**config.mk**
```make
export PLATFORM = sky130hd
export DESIGN_NAME = double_ended_queue_core
export DESIGN_NICKNAME = d
export VERILOG_FILES = /design/src/hdl/ddq_pkg.sv /design/src/hdl/ddq_cell.sv /design/src/hdl/double_ended_queue_core.sv
export SDC_FILE = /design/constraint.sdc
export NUM_CORES = 1
export LEC_CHECK = 0
export CORE_ASPECT_RATIO = 0.7
export CORE_UTILIZATION = 50
export CTS_CLUSTER_DIAMETER = 60
export DETAILED_ROUTE_END_ITERATION = 16
export DONT_BUFFER_PORTS = 1
export PLACE_DENSITY = 0.69
export SLEW_MARGIN = 20
export SYNTH_ARGS = -nofsm -noshare
export SYNTH_HDL_FRONTEND = slang
export SYNTH_SLANG_ARGS = --single-unit
export TNS_END_PERCENT = 100
```
**constraint.sdc**
```tcl
create_clock -name clk -period 14.25 [get_ports clk]
set_input_delay 4.275 -clock clk [delete_from_list [all_inputs] [get_ports clk]]
set_output_delay 4.275 -clock clk [all_outputs]
set_load 0.1 [all_outputs]
```
**src/hdl/ddq_pkg.sv**
```systemverilog
// Shared types, constants and word helpers for the deque
package ddq_pkg;

  localparam int DEPTH     = 16;
  localparam int WORD_BITS = 32;
  localparam int CNT_BITS  = $clog2(DEPTH + 1);
  localparam int IDX_BITS  = $clog2(DEPTH);
  localparam int CMP_BITS  = (CNT_BITS > 4) ? CNT_BITS : 4;
  localparam int IN_BITS   = (WORD_BITS < 32) ? WORD_BITS : 32;

  typedef logic [WORD_BITS-1:0] word_t;

  typedef enum logic [2:0] {
    OP_PUSH_BACK  = 3'd0,
    OP_PUSH_FRONT = 3'd1,
    OP_POP_BACK   = 3'd2,
    OP_POP_FRONT  = 3'd3,
    OP_PEEK_FRONT = 3'd4,
    OP_PEEK_BACK  = 3'd5,
    OP_READ_INDEX = 3'd6
  } op_t;

  typedef struct packed {
    logic shr;
    logic shl;
    logic ld;
  } cell_ctl_t;

  function automatic word_t to_word(input logic [31:0] v);
    word_t w;
    w = '0;
    w[IN_BITS-1:0] = v[IN_BITS-1:0];
    return w;
  endfunction

  function automatic logic [31:0] from_word(input word_t w);
    return 32'($signed(w));
  endfunction

endpackage

```
**src/hdl/ddq_cell.sv**
```systemverilog
// One storage cell of the shifting deque row
module ddq_cell
  import ddq_pkg::*;
(
  input  logic      clk,
  input  cell_ctl_t ctl,
  input  word_t     left_word,
  input  word_t     right_word,
  input  word_t     load_word,
  output word_t     word
);

  word_t word_r;
  word_t word_nxt;

  always_comb begin
    priority if (ctl.shr) begin
      word_nxt = left_word;
    end else if (ctl.shl) begin
      word_nxt = right_word;
    end else if (ctl.ld) begin
      word_nxt = load_word;
    end else begin
      word_nxt = word_r;
    end
  end

  always_ff @(posedge clk) begin
    word_r <= word_nxt;
  end

  assign word = word_r;

endmodule

```
**src/hdl/double_ended_queue_core.sv**
```systemverilog
// Deque top level: a row of shifting cells with the front word always in cell 0.
// The block takes one operation per clock cycle and never raises busy; the
// result of an operation appears one cycle after its transfer, for exactly
// one cycle with out_valid high, and the receiver must take it then. Push at
// the front and pop from the front shift the whole row one cell in a single
// cycle; push at the back writes the cell at the current count. Pops, peeks
// and reads past the stored words return zero with out_empty_error; a push
// into a full deque is dropped with out_full_error. No clearing pass follows
// reset.
module double_ended_queue_core
  import ddq_pkg::*;
(
  input  logic        clk,
  input  logic        rst_n,
  input  logic        start,
  output logic        busy,
  input  logic [2:0]  in_op,
  input  logic [31:0] in_value,
  input  logic [3:0]  in_position,
  output logic        out_valid,
  output logic [31:0] out_word_out,
  output logic [4:0]  out_occupancy,
  output logic        out_empty_error,
  output logic        out_full_error
);

  word_t                words [DEPTH];
  cell_ctl_t            ctl   [DEPTH];
  word_t                load_word;
  logic                 xfer;
  op_t                  op;
  logic [CNT_BITS-1:0]  count_r;
  logic [CNT_BITS-1:0]  count_nxt;
  logic                 is_full;
  logic                 is_empty;
  logic                 do_push_back;
  logic                 do_push_front;
  logic                 do_pop_front;
  logic                 rd_en;
  logic                 empty_err;
  logic                 full_err;
  logic [CMP_BITS-1:0]  rd_sel;
  logic [IDX_BITS-1:0]  rd_idx;
  logic                 valid_r;
  logic [31:0]          word_r;
  logic [4:0]           occ_r;
  logic                 empty_r;
  logic                 full_r;

  assign busy      = 1'b0;
  assign xfer      = start && !busy;
  assign op        = op_t'(in_op);
  assign load_word = to_word(in_value);
  assign is_full   = (count_r == CNT_BITS'(DEPTH));
  assign is_empty  = (count_r == '0);

  always_comb begin
    do_push_back  = 1'b0;
    do_push_front = 1'b0;
    do_pop_front  = 1'b0;
    rd_en         = 1'b0;
    empty_err     = 1'b0;
    full_err      = 1'b0;
    count_nxt     = count_r;
    rd_sel        = '0;
    if (xfer) begin
      unique case (op)
        OP_PUSH_BACK: begin
          full_err     = is_full;
          do_push_back = !is_full;
          if (!is_full) count_nxt = count_r + 1'b1;
        end
        OP_PUSH_FRONT: begin
          full_err      = is_full;
          do_push_front = !is_full;
          if (!is_full) count_nxt = count_r + 1'b1;
        end
        OP_POP_BACK: begin
          empty_err = is_empty;
          rd_en     = !is_empty;
          rd_sel    = CMP_BITS'(count_r) - 1'b1;
          if (!is_empty) count_nxt = count_r - 1'b1;
        end
        OP_POP_FRONT: begin
          empty_err    = is_empty;
          rd_en        = !is_empty;
          do_pop_front = !is_empty;
          if (!is_empty) count_nxt = count_r - 1'b1;
        end
        OP_PEEK_FRONT: begin
          empty_err = is_empty;
          rd_en     = !is_empty;
        end
        OP_PEEK_BACK: begin
          empty_err = is_empty;
          rd_en     = !is_empty;
          rd_sel    = CMP_BITS'(count_r) - 1'b1;
        end
        OP_READ_INDEX: begin
          empty_err = (CMP_BITS'(in_position) >= CMP_BITS'(count_r));
          rd_en     = !empty_err;
          rd_sel    = CMP_BITS'(in_position);
        end
        default: begin
        end
      endcase
    end
  end

  assign rd_idx = rd_sel[IDX_BITS-1:0];

  for (genvar i = 0; i < DEPTH; i++) begin : g_cell
    assign ctl[i].shr = do_push_front;
    assign ctl[i].shl = do_pop_front;
    assign ctl[i].ld  = do_push_back && (count_r == CNT_BITS'(i));

    ddq_cell u_cell (
      .clk        (clk),
      .ctl        (ctl[i]),
      .left_word  ((i == 0) ? load_word : words[(i == 0) ? 0 : i - 1]),
      .right_word ((i == DEPTH - 1) ? words[i] : words[(i == DEPTH - 1) ? i : i + 1]),
      .load_word  (load_word),
      .word       (words[i])
    );
  end

  always_ff @(posedge clk) begin
    if (!rst_n) begin
      count_r <= '0;
      valid_r <= 1'b0;
    end else begin
      count_r <= count_nxt;
      valid_r <= xfer;
    end
  end

  always_ff @(posedge clk) begin
    word_r  <= rd_en ? from_word(words[rd_idx]) : 32'd0;
    occ_r   <= 5'(count_nxt);
    empty_r <= empty_err;
    full_r  <= full_err;
  end

  assign out_valid       = valid_r;
  assign out_word_out    = word_r;
  assign out_occupancy   = occ_r;
  assign out_empty_error = empty_r;
  assign out_full_error  = full_r;

endmodule

```
==> qor.txt <==
Fin. max-slew vios = 0
Routed Antenna Nets = 0
Pre-antenna DRT Iters = 6
Ys Warns = 0
DP Area = 0.0276 mm^2
Seq/Total Area, Yosys = 59.5%
Total CTS buffers = 54
Sw Pwr = 991 uW
Chip height = 198 um
Yosys top cell by area = edfxtp_1
Via count = 21,600
Global-route wire length before repair = 126,000 um
Unique masters post-synth = 66
Hold Violations, Final = 0
Synthesized net count = 2,433
Total power draw = 3790 uW
Initial Util = 50.8%
Comb power frac = 10.3%
R2R Setup Slk = 9.43 ns
Filler instances = 4,519
Post-synthesis async set-or-reset flop share = 0%
Clk_skew = 0.0155 ns
Maximum buffer depth of the clock tree = 3
F_max = 136 MHz
Reg-to-Reg Start = count_r[0]
Crit path kind = input port to flip-flop
CP required = 14.71 ns
Sw frac = 26.1%
RSZ-0062 raised after global routing = no
Number of flops mapped to enable cells by yosys = 512
Core area = 0.0539 mm^2
DRC viols = 0
Synth Instances = 2,381
Setup TNS = 0 ns
Ys flop type = edfxtp_1
Sequential share of power = 51.4%
Per-cell routed wire length = 28.3 um
Final setup fails = 0
Hold WS = 0.575 ns
Routed vias/inst = 7.25
Yosys top cell area share = 56.2%
Die Width = 282 um
Grt ovf = 0
# resized after CTS = 0
Worst skew pair latency = 0.60 ns
Worst-path fanout max = 240
Hold Path Origin = g_cell[14].u_cell.word[21]
Startpoint Class = input port
Int Pwr = 2800 uW
Reg2reg end = g_cell[10].u_cell.word[20]
Status = completed
FF/Latch Area = 0.0163 mm^2
Avg Cell Area, Syn = 11.5 um^2
CTS tree = yes
DRT iter0 DRCs = 3,512
RD Place Congestion = 0.850
Root buffer cell = clkbuf_16
Ports = 83
Final net count = 2,255
Rel. slew slack = 20.1%
Yosys reg bits = 557
Hold-fix buffers, CTS = 0
Die area = 0.0557 mm^2
Worst Hold Class = flip-flop to flip-flop
Final setup margin = 6.89 ns
Area Growth Syn to Fin = 7.35%
Cell area after synthesis = 0.0274 mm^2
Vias in the first global route = 19,900
Part of the cycle the worst path needs = 51.7%
WHS Path Cells = 2
Initial antenna violation count = 0
IO Port Bufs = 0
VDD IR max = 0.0882 mV
CP arrival = 7.83 ns
ANT cells = 0
Area contributors post-synth = edfxtp_1 (56%), a221o_1 (16%), nand2_1 (7.7%), nand3_1 (3.8%), dfxtp_1 (3.3%)
Hpwl dp = 43,200 um
Setup repair bufs after CTS = 0
Worst Setup Slack post-DPL = 6.50 ns
H-tree lvl count = 2
R2r worst-path depth = 8
Floorplan row count = 71
WHS Endpoint = g_cell[15].u_cell.word[21]
Clk pwr share = 38.3%
Cell Pwr Density = 129 mW/mm^2
Multi-input gate area in the final layout = 0.0100 mm^2
# clock sinks = 557
WL final = 84,300 um
CP Capture Type = flip-flop
Clock Pin Slew Worst Setup and Hold Paths = 0.07 ns
Gr usage total = 29.8%
Largest net degree at the start of global routing = 256
Max cap viols = 0
Final Instance Area = 0.0294 mm^2
Reported leakage power = 0.0102 uW
Share of layout cells above drive strength 1 = 7.07%
Worst-Margin Slew = 1.20 ns
Period minus WS final = 7.36 ns
-- cells by family after synthesis --
group / after synthesis / share of synthesized area, %
AND/OR/NAND/NOR: 897 / 14.5
AO/OA/AOI/OAI: 609 / 21.0
flip-flops: 557 / 59.5
buffers and inverters: 297 / 4.28
adder cells (fa/ha/maj): 10 / 0.457
XOR/XNOR: 5 / 0.160
multiplexers: 5 / 0.187
other: 1 / 0.0137
-- layout by cell type, fill, tap and decap left out, types with 10 or more instances in the layout --
cell	instances
nand4_1	27
ha_1	10
clkbuf_16	57
inv_1	20
clkbuf_1	11
o22a_1	26
o22ai_1	34
nor3_1	10
nand3_1	206
a221o_1	448
buf_4	40
a21o_2	14
and3_1	35
nand2_1	560
dfxtp_1	45
nor2_1	16
o32ai_1	31
edfxtp_1	512
-- sequential cells by signal, summed over array words and instances (netlist names) --
signal and flops:
g_cell.u_cell.word 512, count_r 5, out_full_error 1, out_word_out 32, out_empty_error 1, out_occupancy 5
out_valid 1
-- worst max-delay path by stage --
| stage | cells after the start | from | endpoint | slack [ns] |
|---|---|---|---|---|
| after floorplan | 5 | in_op[2] | g_cell[15].u_cell.word[0] | 5.42 |
| after global placement | 6 | in_op[2] | g_cell[10].u_cell.word[20] | 6.62 |
| after detailed placement | 6 | in_op[2] | g_cell[12].u_cell.word[18] | 6.50 |
| after CTS | 6 | in_op[2] | g_cell[5].u_cell.word[18] | 7.12 |
| after global routing | 6 | in_op[2] | g_cell[9].u_cell.word[14] | 6.78 |
| final | 6 | in_op[2] | g_cell[10].u_cell.word[20] | 6.89 |
-- through the flow --
| stage | util [%] | cells |
|---|---|---|
| global route | 54.5 | 2978 |
| finish | 54.5 | 2978 |
| floorplan | - | 2381 |
| CTS | 54.5 | 2978 |
| detailed placement | 51.2 | 2877 |
| global placement | 51.2 | 2877 |
-- layout make-up --
| class | count | share of cell area [%] |
|---|---|---|
| Inverter | 21 | 0.268 |
| Tap cell | 730 | 3.11 |
| Sequential cell | 557 | 55.4 |
| Clock buffer | 72 | 5.18 |
| Multi-Input combinational cell | 1527 | 34.1 |
| Clock inverter | 29 | 0.792 |
| Timing Repair Buffer | 42 | 1.16 |
-- synthesized netlist by cell type, drive strengths merged, types with 3 or more instances --
cell type / number
nand2: 560
edfxtp: 512
a221o: 448
clkbuf: 224
nand3: 209
buf: 52
dfxtp: 45
and3: 38
o22ai: 34
o32ai: 31
nand4: 27
o22a: 26
inv: 21
nor2: 16
a21o: 14
nor3: 12
a21oi: 10
ha: 10
a32oi: 7
o2111ai: 6
o21ai: 6
and2: 5
a221oi: 4
mux2i: 4
nor4: 4
o211ai: 4
a31oi: 3
nand2b: 3
nor2b: 3
nor4b: 3
xor2: 3
-- power groups by stage --
stage / Clock, uW / Sequential, uW / Combinational [uW]
after detailed placement: 0 / 1980 / 380
after floorplan: 0 / 1970 / 279
final: 1450 / 1950 / 391
after global routing: 1530 / 1950 / 417
after CTS: 1470 / 1950 / 382
after global placement: 0 / 1980 / 370
-- metal layers --
| metal | part of all wire, % | track usage (%) | routed length [um] | vias up |
|---|---|---|---|---|
| met3 | 14 | 7.42 | 11400 | 185 |
| met2 | 43 | 43.3 | 36400 | 1562 |
| met1 | 41 | 44.4 | 34600 | 10700 |
| li1 | - | - | - | 9128 |
| met5 | 0 | 0 | 0 | - |
| met4 | 2.3 | 7.53 | 1970 | 0 |
-- worst max-delay path, cell delays in order --
cell and delay, ns:
nor2_1 0.17, and2_1 0.28, and3_4 0.74, buf_12 0.78, buf_4 0.93, a221o_1 0.32
No activity file was read; power rests on OpenSTA's default activity.
